<file path="config.mk">
export PLATFORM = sky130hd
export DESIGN_NAME = fixed_capacity_array_list_core
export DESIGN_NICKNAME = d
export VERILOG_FILES = /design/src/rtl/core/fcal_pkg.sv /design/src/rtl/core/fcal_mem.sv /design/src/rtl/core/fcal_seq.sv /design/src/rtl/core/fixed_capacity_array_list_core.sv
export SDC_FILE = /design/constraint.sdc
export NUM_CORES = 1
export LEC_CHECK = 0
export ABC_AREA = 0
export BUFFER_PORTS_ARGS = -buffer_cell sky130_fd_sc_hd__buf_2
export CAP_MARGIN = 20
export CELL_PAD_IN_SITES_DETAIL_PLACEMENT = 0
export CELL_PAD_IN_SITES_GLOBAL_PLACEMENT = 1
export CORE_AREA = 2 2 256 208
export CTS_BUF_LIST = sky130_fd_sc_hd__clkbuf_8
export CTS_CLUSTER_SIZE = 10
export DETAILED_ROUTE_END_ITERATION = 16
export DIE_AREA = 0 0 258 210
export GPL_TIMING_DRIVEN = 1
export PLACE_DENSITY_LB_ADDON = 0.2
export SYNTH_ARGS = -nofsm -noshare
export SYNTH_HDL_FRONTEND = slang
export SYNTH_SLANG_ARGS = --single-unit
</file>
<file path="constraint.sdc">
create_clock -name clock -period 4.14 [get_ports clock]
set_clock_uncertainty 0.1 [all_clocks]
set_input_delay 0.414 -clock clock [delete_from_list [all_inputs] [get_ports clock]]
set_output_delay 0.414 -clock clock [all_outputs]
set_load 0.05 [all_outputs]
</file>
<file path="src/rtl/core/fcal_pkg.sv">
package fcal_pkg;

   localparam int DATA_W = 32;
   localparam int POS_W = 5;
   localparam int OP_W = 3;
   localparam int STATUS_W = 2;
   localparam int INDEX_W = 5;
   localparam int COUNT_W = 5;

   localparam int REQ_TDATA_W = 40;
   localparam int RSP_TDATA_W = 48;

   localparam logic [OP_W-1:0] OP_INSERT = 3'd0;
   localparam logic [OP_W-1:0] OP_SORTED = 3'd1;
   localparam logic [OP_W-1:0] OP_LOCATE = 3'd2;
   localparam logic [OP_W-1:0] OP_RETRIEVE = 3'd3;
   localparam logic [OP_W-1:0] OP_CLEAR = 3'd4;

   localparam logic [STATUS_W-1:0] STS_OK = 2'd0;
   localparam logic [STATUS_W-1:0] STS_FULL = 2'd1;
   localparam logic [STATUS_W-1:0] STS_BADPOS = 2'd2;
   localparam logic [STATUS_W-1:0] STS_MISSING = 2'd3;

   typedef struct packed {
      logic                       valid;
      logic [STATUS_W-1:0]        status;
      logic signed [INDEX_W-1:0]  found_index;
      logic signed [DATA_W-1:0]   read_value;
      logic [COUNT_W-1:0]         entry_count;
   } rsp_type;

endpackage

</file>
<file path="src/rtl/core/fcal_mem.sv">
module fcal_mem
   import fcal_pkg::*;
#(
   parameter int DEPTH = 16,
   localparam int ADDR_W = (DEPTH > 1) ? $clog2(DEPTH) : 1
) (
   input  logic                     clock,
   input  logic                     wr_en,
   input  logic [ADDR_W-1:0]        wr_addr,
   input  logic signed [DATA_W-1:0] wr_data,
   input  logic [ADDR_W-1:0]        rd_addr,
   output logic signed [DATA_W-1:0] rd_data
);

   logic signed [DATA_W-1:0] mem_ff [DEPTH];

   always_ff @(posedge clock) begin
      if (wr_en) begin
         mem_ff[wr_addr] <= wr_data;
      end
      rd_data <= mem_ff[rd_addr];
   end

endmodule

</file>
<file path="src/rtl/core/fcal_seq.sv">
module fcal_seq
   import fcal_pkg::*;
#(
   parameter int CAPACITY = 16,
   localparam int ADDR_W = (CAPACITY > 1) ? $clog2(CAPACITY) : 1,
   localparam int CNT_W = $clog2(CAPACITY + 1)
) (
   input  logic                     clock,
   input  logic                     reset,
   input  logic                     req_valid,
   output logic                     req_ready,
   input  logic [OP_W-1:0]          req_op,
   input  logic signed [DATA_W-1:0] req_data,
   input  logic [POS_W-1:0]         req_pos,
   input  logic                     out_free,
   output rsp_type                  result,
   output logic                     mem_wr_en,
   output logic [ADDR_W-1:0]        mem_wr_addr,
   output logic signed [DATA_W-1:0] mem_wr_data,
   output logic [ADDR_W-1:0]        mem_rd_addr,
   input  logic signed [DATA_W-1:0] mem_rd_data
);

   localparam int WIDE_W = (CNT_W > POS_W) ? CNT_W : POS_W;
   localparam logic [CNT_W-1:0] CAP_CNT = CNT_W'(CAPACITY);

   typedef enum logic [6:0] {
      S_IDLE   = 7'b0000001,
      S_SCAN   = 7'b0000010,
      S_LOAD   = 7'b0000100,
      S_SHIFT  = 7'b0001000,
      S_PLACE  = 7'b0010000,
      S_RDWAIT = 7'b0100000,
      S_DONE   = 7'b1000000
   } state_type;

   state_type                state_ff, state_in;
   logic [CNT_W-1:0]         count_ff, count_in;
   logic [OP_W-1:0]          op_ff, op_in;
   logic signed [DATA_W-1:0] data_ff, data_in;
   logic [ADDR_W-1:0]        cmp_idx_ff, cmp_idx_in;
   logic [ADDR_W-1:0]        ins_pos_ff, ins_pos_in;
   logic [ADDR_W-1:0]        dst_ff, dst_in;
   logic [STATUS_W-1:0]      status_ff, status_in;
   logic signed [INDEX_W-1:0] found_ff, found_in;
   logic signed [DATA_W-1:0] readv_ff, readv_in;

   logic [WIDE_W-1:0] pos_wide;
   logic [WIDE_W-1:0] cnt_wide;
   logic              is_full;
   logic              hit;
   logic              last_entry;

   assign pos_wide = WIDE_W'(req_pos);
   assign cnt_wide = WIDE_W'(count_ff);
   assign is_full = (count_ff == CAP_CNT);
   assign req_ready = (state_ff == S_IDLE) && !reset;

   // A sorted insert stops at the first entry that is not less than the value.
   assign hit = (op_ff == OP_LOCATE) ? (mem_rd_data == data_ff) : !(mem_rd_data < data_ff);
   assign last_entry = (CNT_W'(cmp_idx_ff) == CNT_W'(count_ff - 1'b1));

   always_comb begin
      state_in = state_ff;
      count_in = count_ff;
      op_in = op_ff;
      data_in = data_ff;
      cmp_idx_in = cmp_idx_ff;
      ins_pos_in = ins_pos_ff;
      dst_in = dst_ff;
      status_in = status_ff;
      found_in = found_ff;
      readv_in = readv_ff;
      mem_wr_en = 1'b0;
      mem_wr_addr = dst_ff;
      mem_wr_data = mem_rd_data;
      mem_rd_addr = '0;
      result.valid = 1'b0;
      result.status = status_ff;
      result.found_index = found_ff;
      result.read_value = readv_ff;
      result.entry_count = COUNT_W'(count_ff);

      unique case (state_ff)
         S_IDLE: begin
            if (req_valid) begin
               op_in = req_op;
               data_in = req_data;
               status_in = STS_OK;
               found_in = '1;
               readv_in = '1;
               state_in = S_DONE;
               unique case (req_op)
                  OP_INSERT: begin
                     if (is_full) begin
                        status_in = STS_FULL;
                     end else if (pos_wide > cnt_wide) begin
                        status_in = STS_BADPOS;
                     end else begin
                        ins_pos_in = ADDR_W'(req_pos);
                        state_in = S_LOAD;
                     end
                  end
                  OP_SORTED: begin
                     if (is_full) begin
                        status_in = STS_FULL;
                     end else if (count_ff == '0) begin
                        ins_pos_in = '0;
                        state_in = S_LOAD;
                     end else begin
                        cmp_idx_in = '0;
                        state_in = S_SCAN;
                     end
                  end
                  OP_LOCATE: begin
                     if (count_ff == '0) begin
                        status_in = STS_MISSING;
                     end else begin
                        cmp_idx_in = '0;
                        state_in = S_SCAN;
                     end
                  end
                  OP_RETRIEVE: begin
                     if (pos_wide >= cnt_wide) begin
                        status_in = STS_BADPOS;
                     end else begin
                        mem_rd_addr = ADDR_W'(req_pos);
                        state_in = S_RDWAIT;
                     end
                  end
                  OP_CLEAR: begin
                     count_in = '0;
                  end
                  default: begin
                  end
               endcase
            end
         end
         S_SCAN: begin
            // Read data here belongs to cmp_idx_ff; the next address is read ahead.
            if (hit) begin
               if (op_ff == OP_LOCATE) begin
                  found_in = INDEX_W'(cmp_idx_ff);
                  state_in = S_DONE;
               end else begin
                  ins_pos_in = cmp_idx_ff;
                  state_in = S_LOAD;
               end
            end else if (last_entry) begin
               if (op_ff == OP_LOCATE) begin
                  status_in = STS_MISSING;
                  state_in = S_DONE;
               end else begin
                  ins_pos_in = ADDR_W'(count_ff);
                  state_in = S_LOAD;
               end
            end else begin
               mem_rd_addr = ADDR_W'(cmp_idx_ff + 1'b1);
               cmp_idx_in = ADDR_W'(cmp_idx_ff + 1'b1);
            end
         end
         S_LOAD: begin
            if (CNT_W'(ins_pos_ff) == count_ff) begin
               state_in = S_PLACE;
            end else begin
               mem_rd_addr = ADDR_W'(count_ff - 1'b1);
               dst_in = ADDR_W'(count_ff);
               state_in = S_SHIFT;
            end
         end
         S_SHIFT: begin
            // Each entry moves up by one, walking down from the top of the list.
            mem_wr_en = 1'b1;
            mem_wr_addr = dst_ff;
            mem_wr_data = mem_rd_data;
            if (ADDR_W'(dst_ff - 1'b1) == ins_pos_ff) begin
               state_in = S_PLACE;
            end else begin
               mem_rd_addr = ADDR_W'(dst_ff - 2'd2);
               dst_in = ADDR_W'(dst_ff - 1'b1);
            end
         end
         S_PLACE: begin
            mem_wr_en = 1'b1;
            mem_wr_addr = ins_pos_ff;
            mem_wr_data = data_ff;
            count_in = CNT_W'(count_ff + 1'b1);
            state_in = S_DONE;
         end
         S_RDWAIT: begin
            readv_in = mem_rd_data;
            state_in = S_DONE;
         end
         S_DONE: begin
            if (out_free) begin
               result.valid = 1'b1;
               state_in = S_IDLE;
            end
         end
         default: begin
            state_in = S_IDLE;
         end
      endcase
   end

   always_ff @(posedge clock) begin
      if (reset) begin
         state_ff <= S_IDLE;
         count_ff <= '0;
      end else begin
         state_ff <= state_in;
         count_ff <= count_in;
      end
   end

   always_ff @(posedge clock) begin
      op_ff <= op_in;
      data_ff <= data_in;
      cmp_idx_ff <= cmp_idx_in;
      ins_pos_ff <= ins_pos_in;
      dst_ff <= dst_in;
      status_ff <= status_in;
      found_ff <= found_in;
      readv_ff <= readv_in;
   end

endmodule

</file>
<file path="src/rtl/core/fixed_capacity_array_list_core.sv">
// Clear and error cases go straight to the result; retrieve reads one entry; locate scans
// from entry 0; insert at p moves entries p and up, then writes; sorted insert scans first.
// One transaction is worked on at a time; the entry memory's single read and write port
// sets the pace of the scan and of the shift. The next transaction is taken as soon as the
// previous result sits in the output register. Reset clears the entry count and the output
// valid; the entry memory is not cleared, and no clearing pass is needed.
module fixed_capacity_array_list_core
   import fcal_pkg::*;
#(
   parameter int CAPACITY = 16
) (
   input  logic                   clock,
   input  logic                   reset,
   input  logic                   req_tvalid,
   output logic                   req_tready,
   input  logic [REQ_TDATA_W-1:0] req_tdata,  // data[31:0], position[36:32], zero pad
   input  logic [OP_W-1:0]        req_tuser,  // operation[2:0]
   output logic                   rsp_tvalid,
   input  logic                   rsp_tready,
   output logic [RSP_TDATA_W-1:0] rsp_tdata,  // found_index[4:0], read_value[36:5],
                                              // entry_count[41:37], zero pad
   output logic [STATUS_W-1:0]    rsp_tuser   // status[1:0]
);

   localparam int ADDR_W = (CAPACITY > 1) ? $clog2(CAPACITY) : 1;

   rsp_type                  result;
   logic                     out_free;
   logic                     mem_wr_en;
   logic [ADDR_W-1:0]        mem_wr_addr;
   logic signed [DATA_W-1:0] mem_wr_data;
   logic [ADDR_W-1:0]        mem_rd_addr;
   logic signed [DATA_W-1:0] mem_rd_data;

   logic                      rsp_valid_ff;
   logic [STATUS_W-1:0]       rsp_status_ff;
   logic signed [INDEX_W-1:0] rsp_found_ff;
   logic signed [DATA_W-1:0]  rsp_readv_ff;
   logic [COUNT_W-1:0]        rsp_count_ff;

   assign out_free = !rsp_valid_ff || rsp_tready;

   fcal_seq #(
      .CAPACITY(CAPACITY)
   ) u_seq (
      .clock(clock),
      .reset(reset),
      .req_valid(req_tvalid),
      .req_ready(req_tready),
      .req_op(req_tuser),
      .req_data(req_tdata[DATA_W-1:0]),
      .req_pos(req_tdata[DATA_W+POS_W-1:DATA_W]),
      .out_free(out_free),
      .result(result),
      .mem_wr_en(mem_wr_en),
      .mem_wr_addr(mem_wr_addr),
      .mem_wr_data(mem_wr_data),
      .mem_rd_addr(mem_rd_addr),
      .mem_rd_data(mem_rd_data)
   );

   fcal_mem #(
      .DEPTH(CAPACITY)
   ) u_mem (
      .clock(clock),
      .wr_en(mem_wr_en),
      .wr_addr(mem_wr_addr),
      .wr_data(mem_wr_data),
      .rd_addr(mem_rd_addr),
      .rd_data(mem_rd_data)
   );

   always_ff @(posedge clock) begin
      if (reset) begin
         rsp_valid_ff <= 1'b0;
      end else if (result.valid) begin
         rsp_valid_ff <= 1'b1;
      end else if (rsp_tready) begin
         rsp_valid_ff <= 1'b0;
      end
   end

   always_ff @(posedge clock) begin
      if (result.valid) begin
         rsp_status_ff <= result.status;
         rsp_found_ff <= result.found_index;
         rsp_readv_ff <= result.read_value;
         rsp_count_ff <= result.entry_count;
      end
   end

   assign rsp_tvalid = rsp_valid_ff;
   assign rsp_tuser = rsp_status_ff;
   assign rsp_tdata = {
      (RSP_TDATA_W - COUNT_W - DATA_W - INDEX_W)'(0),
      rsp_count_ff,
      rsp_readv_ff,
      rsp_found_ff
   };

endmodule

</file>
== Word level (Yosys, flattened, before mapping) ==
Memory sizes are Yosys's and may differ from the RTL's. A register that Yosys moved wholly into a read port is not among the register bits.
Cells that the tools add are included.

* Register bits: 143
* RAM bits: 512
* Bits of input ports: 47
* Output and inout bits: 52
* Logic and storage cells: 158
* Memories: 1

* $add $sub $neg: 5
* $lt $le $gt $ge: 3
* Equality and inequality tests: 37
* Multiplexer cells: 74
* Reductions and logical operators: 23

{| class="wikitable"
|+ Memory list
! memory !! depth !! bits a word !! read ports !! clocked after memory_dff !! write ports !! line !! source
|-
| u_mem.mem_ff || 16 || 32 || 1 || 1 || 1 || fcal_mem.sv:15 || <nowiki>logic signed [DATA_W-1:0] mem_ff [DEPTH];</nowiki>
|}

{| class="wikitable"
|+ Operator list
! operator !! number
|-
| 4-bit 2-to-1 mux || 24
|-
| 7-bit 2-to-1 mux || 11
|-
| 32-bit 2-to-1 mux || 2
|-
| 32-bit case mux with 2 select lines || 1
|-
| 7-bit case mux with 6 select lines || 1
|-
| 4-bit case mux with 2 select lines || 5
|-
| 32-bit == test || 1
|-
| 32-bit less-than comparator || 1
|-
| 5-bit 2-to-1 mux || 6
|-
| 7-bit case mux with 4 select lines || 1
|-
| 3-bit inequality test (second input constant) || 8
|-
| 5-bit case mux with 2 select lines || 2
|-
| 2-bit 2-to-1 mux || 8
|-
| 4-bit case mux with 4 select lines || 1
|-
| 2-bit inequality test (second input constant) || 7
|-
| 4-bit by 5-bit == test with 1-bit output || 2
|-
| 10-bit AND reduction || 1
|-
| 2-bit nonzero test || 5
|-
| 3-bit by 2-bit == test with 1-bit output (second input constant) || 3
|-
| 1-bit 2-to-1 mux || 9
|-
| 2-bit by 1-bit inequality test with 1-bit output (second input constant) || 4
|-
| 2-bit case mux with 4 select lines || 1
|-
| 4-bit AND reduction || 2
|-
| 7-bit by 1-bit == test with 1-bit output (second input constant) || 1
|-
| 30 further kinds || 35
|}

== Longest topological paths before layout ==
Gate-level depths: netlist of run 1.

* Depth after elaboration: 6
* Depth in mapped cells: 16
* Gate-level depth less buffers: 11

== Modules after synthesis ==
Synthesis of run 1 repeated with hierarchy kept, for this count alone.

* Cells, all modules: 1416
* Area total of the unflattened synthesis: 27035.9 µm²

{| class="wikitable"
|+ Modules (own cells, without submodules)
! module !! instances !! cells an instance !! area each (µm²) !! seq. area each (µm²)
|-
| fcal_mem || 1 || 838 || 19854.0 || 16015.4
|-
| fcal_seq || 1 || 523 || 5765.5 || 2822.7
|-
| fixed_capacity_array_list_core || 1 || 55 || 1416.4 || 1341.3
|}

== Worst setup path after synthesis of run 1 ==
OpenSTA, ideal clock, no wires.

* Path type: register to register
* From: reg u_seq.state_ff[6]
* To: mem u_mem.mem_ff[0][0], enable pin
* Library setup time: 0.421 ns
* Data arrival time: 3.174 ns
* Data required time: 3.619 ns
* Path slack: 0.445 ns
* Stages on the path, launching flop included: 8
* Path buffers: 2
* Period minus slack after synthesis: 3.695 ns
* Cells stage by stage: dfxtp_1 -> nor4_2 -> nor2b_1 -> and3b_1 -> clkbuf_1 -> clkbuf_1 -> a31oi_1 -> nor2_1

* Longest elaborated chain between the ends: 5
* Elaborated cells between the ends (all ways): 7
* Classes of those cells: 2 x eq/ne; 4 x mux; 1 x reduce/logical

{| class="wikitable"
|+ Ends and longest elaborated chain
! what !! line !! source
|-
| start, declared || fcal_seq.sv:37 || <nowiki>state_type state_ff, state_in;</nowiki>
|-
| start signal, assigned || fcal_seq.sv:211 || <nowiki>state_ff <= state_in;</nowiki>
|-
| 7-bit by 5-bit == test with 1-bit output or 7-bit by 4-bit == test with 1-bit output (tied branches) || fcal_seq.sv:84 || <nowiki>unique case (state_ff)</nowiki>
|-
| 2-bit OR reduction (no source line) || n/a ||
|-
| 1-bit 2-to-1 mux || fcal_seq.sv:84 ||
|-
| 1-bit 2-to-1 mux || fcal_mem.sv:18 || <nowiki>if (wr_en) begin</nowiki>
|-
| 1-bit 2-to-1 mux (not written as such) || fcal_mem.sv:19 || <nowiki>mem_ff[wr_addr] <= wr_data;</nowiki>
|-
| end, declared || fcal_mem.sv:15 ||
|}

Several ways; a longest one is shown, not always the timed one.

== Worst setup path after layout of run 1 ==
* From: reg u_mem.rd_data[21] (read register of u_mem.mem_ff)
* To: reg u_mem.rd_data[31] (read register of u_mem.mem_ff)

* Longest elaborated chain between the ends: 5
* Elaborated cells between the ends (all ways): 6
* Classes of those cells: 1 x order compare; 1 x eq/ne; 3 x mux; 1 x reduce/logical

{| class="wikitable"
|+ Ends and longest elaborated chain
! what !! line !! source
|-
| start, declared || fcal_mem.sv:12 || <nowiki>output logic signed [DATA_W-1:0] rd_data</nowiki>
|-
| 32-bit less-than comparator || fcal_seq.sv:60 || <nowiki>assign hit = (op_ff == OP_LOCATE) ? (mem_rd_data == data_ff) : !(mem_rd_data < data_ff);</nowiki>
|-
| 1-bit zero test || fcal_seq.sv:60 ||
|-
| 1-bit 2-to-1 mux * || fcal_seq.sv:60 ||
|-
| 4-bit 2-to-1 mux * || fcal_seq.sv:141 || <nowiki>if (hit) begin</nowiki>
|-
| 4-bit case mux with 4 select lines * || fcal_seq.sv:84 ||
|}

Every way passes the cells marked *; elsewhere a longest branch is shown, timed or not.
A chain may end at the register's enable or synchronous reset.

==> flow_metrics.env, run 1 <==
export IMPL_syn_inst=1851
export IMPL_postLayoutCellArea_mm2=0.0330
export IMPL_rows=75
export IMPL_final_setup_worst_slack_ns=0.178
export IMPL_avgSynthCellArea_um2=15.2
export IMPL_period_minus_slack_ns=3.96
export IMPL_placed_cells=2640
export IMPL_finalSetupTns_ns=0
export IMPL_grt_ovfl_total=0
export IMPL_dr_pass1_iters=5
export IMPL_fin_cells=2885
export IMPL_fmax_mhz=252
export IMPL_arrival_ns=4.42
export IMPL_yosysSeqAreaShare=0.719
export IMPL_power_total_mw=14.5
export IMPL_grt_pass1_wl_um=106000
export IMPL_wl_um=71800
export IMPL_hpwl_um=41700
export IMPL_syn_area_mm2=0.0281
export IMPL_netlist_top_cells_count="edfxtp_1 (642), nand2_1 (115), a21oi_1 (108)"
export IMPL_worst_pin_slew_ns=1.08
export IMPL_clock_path_buffers=3
export IMPL_hold_viol=0
export IMPL_routedWlPerCell_um=24.9
export IMPL_yosysMostFrequentCell="edfxtp_1"
export IMPL_synth_ff_type="edfxtp_1"
export IMPL_place_area_mm2=0.0303
export IMPL_vdd_drop_max_mv=0.308
export IMPL_antenna_found_initial=1
export IMPL_ios=99
export IMPL_endpoint="u_mem.rd_data[31]"
export IMPL_yosysUniqueCellTypes=77
export IMPL_worst_setup_path_type="reg2reg"
export IMPL_first_iter_violations=1976
export IMPL_drv_cap=0
export IMPL_drc=0
export IMPL_setup_violations=0
export IMPL_die_h_um=210
export IMPL_ys_ff_latch=687
export IMPL_synth_edf_count=642
export IMPL_finalCritPeriodShare=0.957
export IMPL_static_leakage_power_nw=12.0
export IMPL_syn_to_final_growth_pct=17.5
export IMPL_dp_slack_ns=0.199
export IMPL_nFillCells=3725
export IMPL_rrSetupSlack_ns=0.18
export IMPL_cts_sinks=687
export IMPL_grt_pass1_vias=16883
export IMPL_cts_tree="done"
export IMPL_final_util=0.638
export IMPL_final_nets=2186
export IMPL_numCtsBuffers=105
export IMPL_pwr_density_cell_mw_per_mm2=441
export IMPL_crit_start="u_mem.rd_data[21]"
export IMPL_rsz0062_at_grt="false"
export IMPL_htreeDepth=3
export IMPL_critPathMaxFanout=25
export IMPL_worst_r2r_path_depth=15
export IMPL_maxSlewViolCount=0
export IMPL_place_congestion=0.848
export IMPL_num_vias=17321
export IMPL_routed_via_density=6.00
export IMPL_cp_start_kind="flop"
export IMPL_yosysTopAreaCellShare=0.687
export IMPL_port_buffers=89
export IMPL_yosysTopAreaCell="edfxtp_1"
export IMPL_async_flop_share=0
export IMPL_grt_max_degree=84
export IMPL_yosysWarnings=0
export IMPL_cp_required_ns=4.60
export IMPL_start_util=0.543
export IMPL_dieArea_mm2=0.0542
export IMPL_worstSetupEndpointType="flop"
export IMPL_grt_util_all_layers=0.266
export IMPL_regToRegStartpoint="u_mem.rd_data[21]"
export IMPL_ant_nets=0
export IMPL_clockRootBuffer="clkbuf_8"
export IMPL_drive_above_1_share=0.220
export IMPL_status="completed"
export IMPL_design_core_area_mm2=0.0517
export IMPL_holdWs_ns=0.0554
export IMPL_die_w_um=258
export IMPL_clk_pin_slew_ns=0.07
export IMPL_relSlewSlack=0.281
export IMPL_r2r_end="u_mem.rd_data[31]"
export IMPL_hp_class="in2reg"
export IMPL_clk_latency_ns=0.74
export IMPL_yosys_top_cells_area="edfxtp_1 (69%), mux2i_1 (3.5%), dfxtp_1 (3.2%), a21oi_1 (1.9%), ha_1 (1.9%)"
per-layer routing:
layer	part of all wire	GRT usage
met3	0.086	0.0580
met4	0.025	0.0801
met1	0.43	0.381
met2	0.46	0.412
met5	0	0
kinds of logic after synthesis:
logic type,after synthesis,synth area share
DFF,687,0.719
AOI/OAI and AO/OA,402,0.103
and+or+nand+nor,389,0.0728
buffers and inverters,176,0.0296
muxes,129,0.0474
adders and majority gates,43,0.0192
xor gates and xnor gates,24,0.00927
other,1,0.000134
state kept, by name (all words and copies together) (netlist names), 5 cells and up:
| signal | count |
|---|---|
| u_seq.readv_ff | 32 |
| u_mem.rd_data | 32 |
| rsp_readv_ff | 32 |
| u_seq.data_ff | 32 |
| u_mem.mem_ff | 512 |
| u_seq.state_ff | 7 |
| u_seq.cnt_wide | 5 |
| u_seq.found_ff | 5 |
| rsp_count_ff | 5 |
| rsp_found_ff | 5 |
what timing repair did:
action | in CTS | in global routing
resized for setup | 0 | 3
hold buffers | 41 | 0
buffers inserted | 0 | 0
hold endpoints to repair | 49 | 0
setup endpoints to repair | 0 | 2
placed cells by master, fill, tap and decap left out, types with 8 or more instances in the layout:
| master | Yosys | final |
|---|---|---|
| nor2_1 | 47 | 31 |
| mux2_2 | 31 | 31 |
| nand3_1 | 56 | 55 |
| a211oi_1 | 35 | 35 |
| o21ai_0 | 18 | 17 |
| buf_2 | 29 | 89 |
| or2_2 | 34 | 34 |
| edfxtp_1 | 642 | 642 |
| a31oi_1 | 38 | 38 |
| inv_1 | 52 | 86 |
| a221o_1 | 33 | 33 |
| a21oi_1 | 108 | 108 |
| mux2i_1 | 98 | 98 |
| nor2_4 | 0 | 16 |
| o22ai_1 | 16 | 16 |
| dlygate4sd3_1 | 0 | 41 |
| ha_1 | 43 | 42 |
| buf_4 | 16 | 90 |
| a221oi_1 | 28 | 28 |
| xnor2_1 | 10 | 10 |
| clkinv_2 | 0 | 17 |
| or4_1 | 15 | 15 |
| dfxtp_1 | 45 | 45 |
| xor2_1 | 10 | 10 |
| a211o_1 | 35 | 35 |
| and3_1 | 54 | 54 |
| nand4_1 | 13 | 13 |
| o211ai_1 | 35 | 35 |
| nor3_1 | 12 | 12 |
| a22oi_1 | 16 | 16 |
| clkinv_1 | 1 | 8 |
| clkbuf_8 | 0 | 125 |
| buf_12 | 0 | 33 |
| nand2_1 | 115 | 114 |
power by group:
part	internal [mW]	switching, mW	total (mW)
Sequential	7.70	0.0837	7.79
Clock	3.19	2.66	5.85
Combinational	0.279	0.629	0.908
critical path: stages (launching register included):
cell and delay, ns:
dfxtp_1 0.61, ha_1 0.24, nand4_1 0.21, nor4_2 0.28, buf_4 0.22, nand2_1 0.09
o221a_2 0.33, a22o_1 0.27, buf_4 0.18, a21oi_4 0.19, buf_4 0.21, buf_12 0.19
buf_4 0.15, a31oi_1 0.08, a22oi_1 0.25, nand3_2 0.18
final cells by class:
cell class / count / area, um^2 / area share
diodes: 6 / 15.0 / 0.000455
multi-input cells: 993 / 7270 / 0.221
clock inverters: 72 / 513 / 0.0156
repair buffers: 254 / 2200 / 0.0668
clock buffers: 125 / 1720 / 0.0522
inverters: 55 / 206 / 0.00626
well taps: 693 / 867 / 0.0263
flip-flops and latches: 687 / 20200 / 0.612
how the worst min path moves through the flow:
stage          cells past startpoint                 to                from  slack (ns)
2_1_floorplan                      0    rsp_found_ff[0]   u_seq.found_ff[0]        0.30
3_3_place_gp                       0    rsp_readv_ff[4]   u_seq.readv_ff[4]        0.30
3_5_place_dp                       0   rsp_readv_ff[12]  u_seq.readv_ff[12]        0.30
4_1_cts                            3  u_seq.state_ff[0]          req_tvalid       0.007
5_1_grt                            3  u_seq.state_ff[0]          req_tvalid        0.03
6_report                           3  u_seq.state_ff[0]          req_tvalid        0.06
No activity file was read; power rests on OpenSTA's default activity.
==> run 2, diff against run 1 <==
--- a/config.mk
+++ b/config.mk
@@ -6,17 +6,18 @@
 export NUM_CORES = 1
 export LEC_CHECK = 0
 export ABC_AREA = 0
-export BUFFER_PORTS_ARGS = -buffer_cell sky130_fd_sc_hd__buf_2
 export CAP_MARGIN = 20
 export CELL_PAD_IN_SITES_DETAIL_PLACEMENT = 0
 export CELL_PAD_IN_SITES_GLOBAL_PLACEMENT = 1
-export CORE_AREA = 2 2 256 208
+export CORE_AREA = 2 2 254 206
 export CTS_BUF_LIST = sky130_fd_sc_hd__clkbuf_8
 export CTS_CLUSTER_SIZE = 10
 export DETAILED_ROUTE_END_ITERATION = 16
-export DIE_AREA = 0 0 258 210
+export DIE_AREA = 0 0 256 208
+export DONT_BUFFER_PORTS = 1
 export GPL_TIMING_DRIVEN = 1
 export PLACE_DENSITY_LB_ADDON = 0.2
+export SETUP_SLACK_MARGIN = 0.1
 export SYNTH_ARGS = -nofsm -noshare
 export SYNTH_HDL_FRONTEND = slang
 export SYNTH_SLANG_ARGS = --single-unit
==> run 2 against run 1 <==
  * Non-clock buffer count down 116
  * Die area shrank 1.7%
  * Maximum frequency rose by 1.2%
  * Via count down 0.80%
  * Wire length grew 2.6%
  * Clock-buffer cell count shrank 8
  * Global-route usage grew 0.86 points
  * First-iteration DRC count shrank 0.96%
  * Critical path type unchanged
  * Largest power group unchanged
==> flow_metrics.env, run 2 (same netlist as run 1, synthesis figures left out) <==
export IMPL_cts_sinks=687
export IMPL_grt_use_met1=0.418
export IMPL_arrival_ns=4.39
export IMPL_place_congestion=0.873
export IMPL_finalCritPeriodShare=0.946
export IMPL_design_core_area_mm2=0.0506
export IMPL_final_util=0.631
export IMPL_grt_pass1_vias=16651
export IMPL_worst_pin_slew_ns=1.00
export IMPL_routed_via_density=6.24
export IMPL_grt_util_met2=0.404
export IMPL_finalSetupTns_ns=0
export IMPL_crit_buf_inv=3
export IMPL_hold_viol=0
export IMPL_critical_path_slowest_cell="or4_1"
export IMPL_routedWlPerCell_um=26.7
export IMPL_nFillCells=3697
export IMPL_vdd_drop_max_mv=0.265
export IMPL_antenna_found_initial=2
export IMPL_pwr_density_cell_mw_per_mm2=437
export IMPL_hpwl_um=42000
export IMPL_grt_ovfl_total=0
export IMPL_top_usage_layer="met1"
export IMPL_drive_above_1_share=0.167
export IMPL_cpPeakStageDelay_ns=0.53
export IMPL_num_vias=17183
export IMPL_grtUsageMet3=0.0543
export IMPL_port_buffers=0
export IMPL_worst_setup_path_type="reg2reg"
export IMPL_rsz0062_at_grt="false"
export IMPL_first_iter_violations=1957
export IMPL_htreeDepth=3
export IMPL_period_minus_slack_ns=3.92
export IMPL_clk_pin_slew_ns=0.06
export IMPL_place_area_mm2=0.0295
export IMPL_hp_class="in2reg"
export IMPL_wl_um=73700
export IMPL_cp_cell_sequence="inv_1 > ha_1 > a21boi_0 > xnor3_1 > a21o_1 > o221ai_1 > buf_4 > a21o_4 > or2_2 > buf_12 > o22ai_1 > or4_1"
export IMPL_fin_cells=2755
export IMPL_syn_to_final_growth_pct=13.9
export IMPL_cp_required_ns=4.61
export IMPL_grt_util_all_layers=0.274
export IMPL_cp_start_kind="flop"
export IMPL_relSlewSlack=0.330
export IMPL_postLayoutCellArea_mm2=0.0320
export IMPL_final_nets=2071
export IMPL_ant_nets=0
export IMPL_clock_path_buffers=3
export IMPL_die_w_um=256
export IMPL_maxSlewViolCount=0
export IMPL_drv_cap=0
export IMPL_top_register="u_mem.mem_ff"
export IMPL_clockRootBuffer="clkbuf_8"
export IMPL_clk_latency_ns=0.73
export IMPL_fmax_mhz=255
export IMPL_ios=99
export IMPL_drc=0
export IMPL_numCtsBuffers=105
export IMPL_placed_cells=2512
export IMPL_static_leakage_power_nw=11.4
export IMPL_rows=74
export IMPL_dieArea_mm2=0.0532
export IMPL_power_total_mw=14.0
export IMPL_dr_pass1_iters=5
export IMPL_final_common_cell="edfxtp_1"
export IMPL_grt_max_degree=84
export IMPL_largest_reg_flops=512
export IMPL_grt_pass1_wl_um=108000
export IMPL_setup_violations=0
export IMPL_crit_family="compound AO/OA/AOI/OAI gates"
export IMPL_die_h_um=208
export IMPL_worstSetupEndpointType="flop"
export IMPL_cts_tree="done"
export IMPL_mostFrequentLayoutCells="edfxtp_1 (642), clkbuf_8 (117), nand2_1 (115)"
export IMPL_start_util=0.554
export IMPL_critPathMaxFanout=14
export IMPL_status="completed"
==> run 2: changes by cell type in the layout (fill, tap and decap cells not counted), sizes merged, moves of 2 or more <==
cell / before / now
buf: 213 / 95
clkbuf: 125 / 117
clkinv: 26 / 43
inv: 90 / 85
bufinv: 7 / 2
dlygate4sd3: 41 / 43
diode: 6 / 2
==> run 2: repair_timing <==
action,in CTS,in global routing
gates resized for setup,0,5
hold buffers,43,0
buffers inserted,0,1
endpoints found under the hold margin,56,0
endpoints found under the setup margin,0,16
==> run 2: final timing paths <==
check | depth (start not counted) | endpoint | from | slack [ns]
min reg2reg | 0 | rsp_readv_ff[2] | u_seq.readv_ff[2] | 0.31
max reg2reg | 12 | u_mem.rd_data[10] | u_seq.dst_ff[1] | 0.22
min | 3 | u_seq.ins_pos_ff[0] | req_tuser[0] | 0.06
max | 12 | u_mem.rd_data[10] | u_seq.dst_ff[1] | 0.22
==> run 2: report_power, final <==
part	switching [mW]	internal, mW	total [mW]
Sequential	0.145	7.70	7.85
Combinational	0.556	0.228	0.784
Clock	2.63	2.72	5.35
Total	3.33	10.7	14.0
==> run 2: metrics by stage <==
| step | hold WS [ns] | worst slack (ns) |
|---|---|---|
| floorplan | 0.300 | 0.445 |
| global placement | 0.302 | 0.147 |
| detailed placement | 0.305 | 0.136 |
| CTS | 0.00824 | 0.104 |
| global route | 0.0546 | 0.107 |
| finish | 0.0608 | 0.225 |
==> run 2: final cells by class <==
cell class	count	area [um^2]	share of cell area
Antenna cell	2	5.00	0.000157
Clock buffer	117	1610	0.0504
Clock inverter	78	392	0.0123
Inverter	55	206	0.00646
Multi-Input combinational cell	994	7270	0.228
Sequential cell	687	20200	0.632
Tap cell	684	856	0.0268
Timing Repair Buffer	138	1430	0.0448
==> run 2: worst min-delay path, delay by kind of cell <==
kind               cells  cell delay, ns
AOI/OAI and AO/OA      2            0.20
and+or+nand+nor        1            0.09
==> run 2: layer usage <==
layer  vias to the layer above  part of all wire
li1                       7533                 -
met1                      8695              0.45
met2                       842              0.44
met3                       113             0.094
met4                         0             0.021
met5                         -                 0
==> run 3, diff against run 2 <==
--- a/config.mk
+++ b/config.mk
@@ -9,11 +9,11 @@
 export CAP_MARGIN = 20
 export CELL_PAD_IN_SITES_DETAIL_PLACEMENT = 0
 export CELL_PAD_IN_SITES_GLOBAL_PLACEMENT = 1
-export CORE_AREA = 2 2 254 206
-export CTS_BUF_LIST = sky130_fd_sc_hd__clkbuf_8
+export CORE_AREA = 2 2 258 209
+export CTS_CLUSTER_DIAMETER = 200
 export CTS_CLUSTER_SIZE = 10
 export DETAILED_ROUTE_END_ITERATION = 16
-export DIE_AREA = 0 0 256 208
+export DIE_AREA = 0 0 260 211
 export DONT_BUFFER_PORTS = 1
 export GPL_TIMING_DRIVEN = 1
 export PLACE_DENSITY_LB_ADDON = 0.2
==> run 3 against run 2 <==
  * Hold slack improved by 0.0030 ns
  * Highest routed layer unchanged
  * Die area increased by 3.0%
  * Sequential cell count stayed put
==> flow_metrics.env, run 3 (same netlist as run 1, synthesis figures left out) <==
export IMPL_routed_via_density=6.30
export IMPL_crit_family="simple AND/OR/NAND/NOR gates"
export IMPL_final_nets=2057
export IMPL_worstSetupEndpointType="flop"
export IMPL_worst_pin_slew_ns=1.10
export IMPL_finalSetupTns_ns=0
export IMPL_antenna_found_initial=4
export IMPL_grt_pass1_wl_um=109000
export IMPL_syn_to_final_growth_pct=15.1
export IMPL_design_core_area_mm2=0.0521
export IMPL_dr_pass1_iters=6
export IMPL_period_minus_slack_ns=3.89
export IMPL_drv_cap=0
export IMPL_critical_path_slowest_cell="or4_1"
export IMPL_numCtsBuffers=78
export IMPL_nFillCells=3770
export IMPL_final_common_cell="edfxtp_1"
export IMPL_ant_nets=0
export IMPL_cp_required_ns=4.50
export IMPL_die_h_um=211
export IMPL_pwr_density_cell_mw_per_mm2=457
export IMPL_grt_util_all_layers=0.272
export IMPL_rows=75
export IMPL_arrival_ns=4.25
export IMPL_relSlewSlack=0.266
export IMPL_die_w_um=260
export IMPL_power_total_mw=14.8
export IMPL_cp_cell_sequence="inv_1 > ha_1 > nand4_1 > nor4_4 > buf_4 > nand3_1 > a22o_1 > a22o_2 > a21o_4 > nand2b_2 > buf_4 > o22ai_1 > or4_1"
export IMPL_fmax_mhz=257
export IMPL_drive_above_1_share=0.153
export IMPL_htreeDepth=3
export IMPL_ios=99
export IMPL_clk_pin_slew_ns=0.06
export IMPL_finalCritPeriodShare=0.939
export IMPL_critPathMaxFanout=9
export IMPL_drc=0
export IMPL_cp_start_kind="flop"
export IMPL_crit_buf_inv=3
export IMPL_cp_depth=13
export IMPL_clk_latency_ns=0.62
export IMPL_clockRootBuffer="clkbuf_16"
export IMPL_grt_ovfl_total=0
export IMPL_cts_tree="done"
export IMPL_vdd_drop_max_mv=0.336
export IMPL_place_congestion=0.869
export IMPL_status="completed"
export IMPL_start_util=0.539
export IMPL_wl_um=73600
export IMPL_min_path_cells=3
export IMPL_cp_common_cell="buf_4"
export IMPL_grt_pass1_vias=16617
export IMPL_hp_class="in2reg"
export IMPL_rsz0062_at_grt="false"
export IMPL_routedWlPerCell_um=27.1
export IMPL_setup_violations=0
export IMPL_top_register="u_mem.mem_ff"
export IMPL_largest_reg_flops=512
export IMPL_hpwl_um=43600
export IMPL_port_buffers=0
export IMPL_cts_sinks=687
export IMPL_cpPeakStageDelay_ns=0.57
export IMPL_static_leakage_power_nw=11.4
export IMPL_first_iter_violations=1901
export IMPL_dieArea_mm2=0.0549
export IMPL_hold_viol=0
export IMPL_num_vias=17114
export IMPL_mostFrequentLayoutCells="edfxtp_1 (642), nand2_1 (115), a21oi_1 (107)"
export IMPL_clock_path_buffers=3
export IMPL_worst_r2r_path_depth=13
export IMPL_maxSlewViolCount=0
export IMPL_grt_max_degree=48
export IMPL_worst_setup_path_type="reg2reg"
-- run 3: metal layers --
metal / track usage / vias to the layer above / part of all wire
met3: 0.0626 / 113 / 0.092
met2: 0.411 / 774 / 0.45
li1: - / 7508 / -
met4: 0.0670 / 0 / 0.021
met5: 0 / - / 0
met1: 0.400 / 8719 / 0.44
-- run 3: cell type report --
| cell class | instances | area, um^2 | share of cell area |
|---|---|---|---|
| Sequential cell | 687 | 20200 | 0.625 |
| Antenna cell | 3 | 7.51 | 0.000232 |
| Clock inverter | 5 | 55.1 | 0.00170 |
| Clock buffer | 130 | 2170 | 0.0671 |
| Inverter | 55 | 206 | 0.00639 |
| Timing Repair Buffer | 152 | 1530 | 0.0475 |
| Tap cell | 693 | 867 | 0.0268 |
| Multi-Input combinational cell | 993 | 7290 | 0.226 |
-- run 3: worst paths after layout --
path                                    startpoint           endpoint  slack, ns
worst max-delay path             u_seq.data_ff[27]   u_mem.rd_data[5]       0.25
worst min-delay path                  req_tuser[1]  u_seq.state_ff[5]       0.06
worst max register to register   u_seq.data_ff[27]   u_mem.rd_data[5]       0.25
worst min register to register  u_seq.readv_ff[15]   rsp_readv_ff[15]       0.31
-- run 3: repair_timing --
| action | in CTS | in global routing |
|---|---|---|
| pin swaps | 0 | 6 |
| endpoints found under the setup margin | 16 | 32 |
| buffers inserted | 0 | 7 |
| hold buffers | 42 | 0 |
| endpoints found under the hold margin | 53 | 0 |
| gates resized for setup | 1 | 8 |
-- run 3: metrics by stage --
step	area [um^2]	utilization	cells	hold slack, ns	setup slack (ns)
CTS	32200	0.618	2708	0.0199	0.126
global placement	29500	0.567	2530	0.302	0.0933
finish	32300	0.620	2718	0.0638	0.252
detailed placement	29600	0.567	2531	0.305	0.00572
global route	32300	0.620	2716	0.0507	0.117
floorplan	28100	-	1856	0.300	0.445
-- run 3: report_power, final --
part | switching [mW] | internal [mW] | leakage (nW)
registers | 0.134 | 7.71 | 6.03
logic | 0.565 | 0.232 | 4.28
clock network | 2.58 | 3.55 | 1.06
-- run 3: tightest hold or removal path: stages --
cell and delay [ns]:
nor2b_1 0.14, nand4_1 0.12, nor3_1 0.06
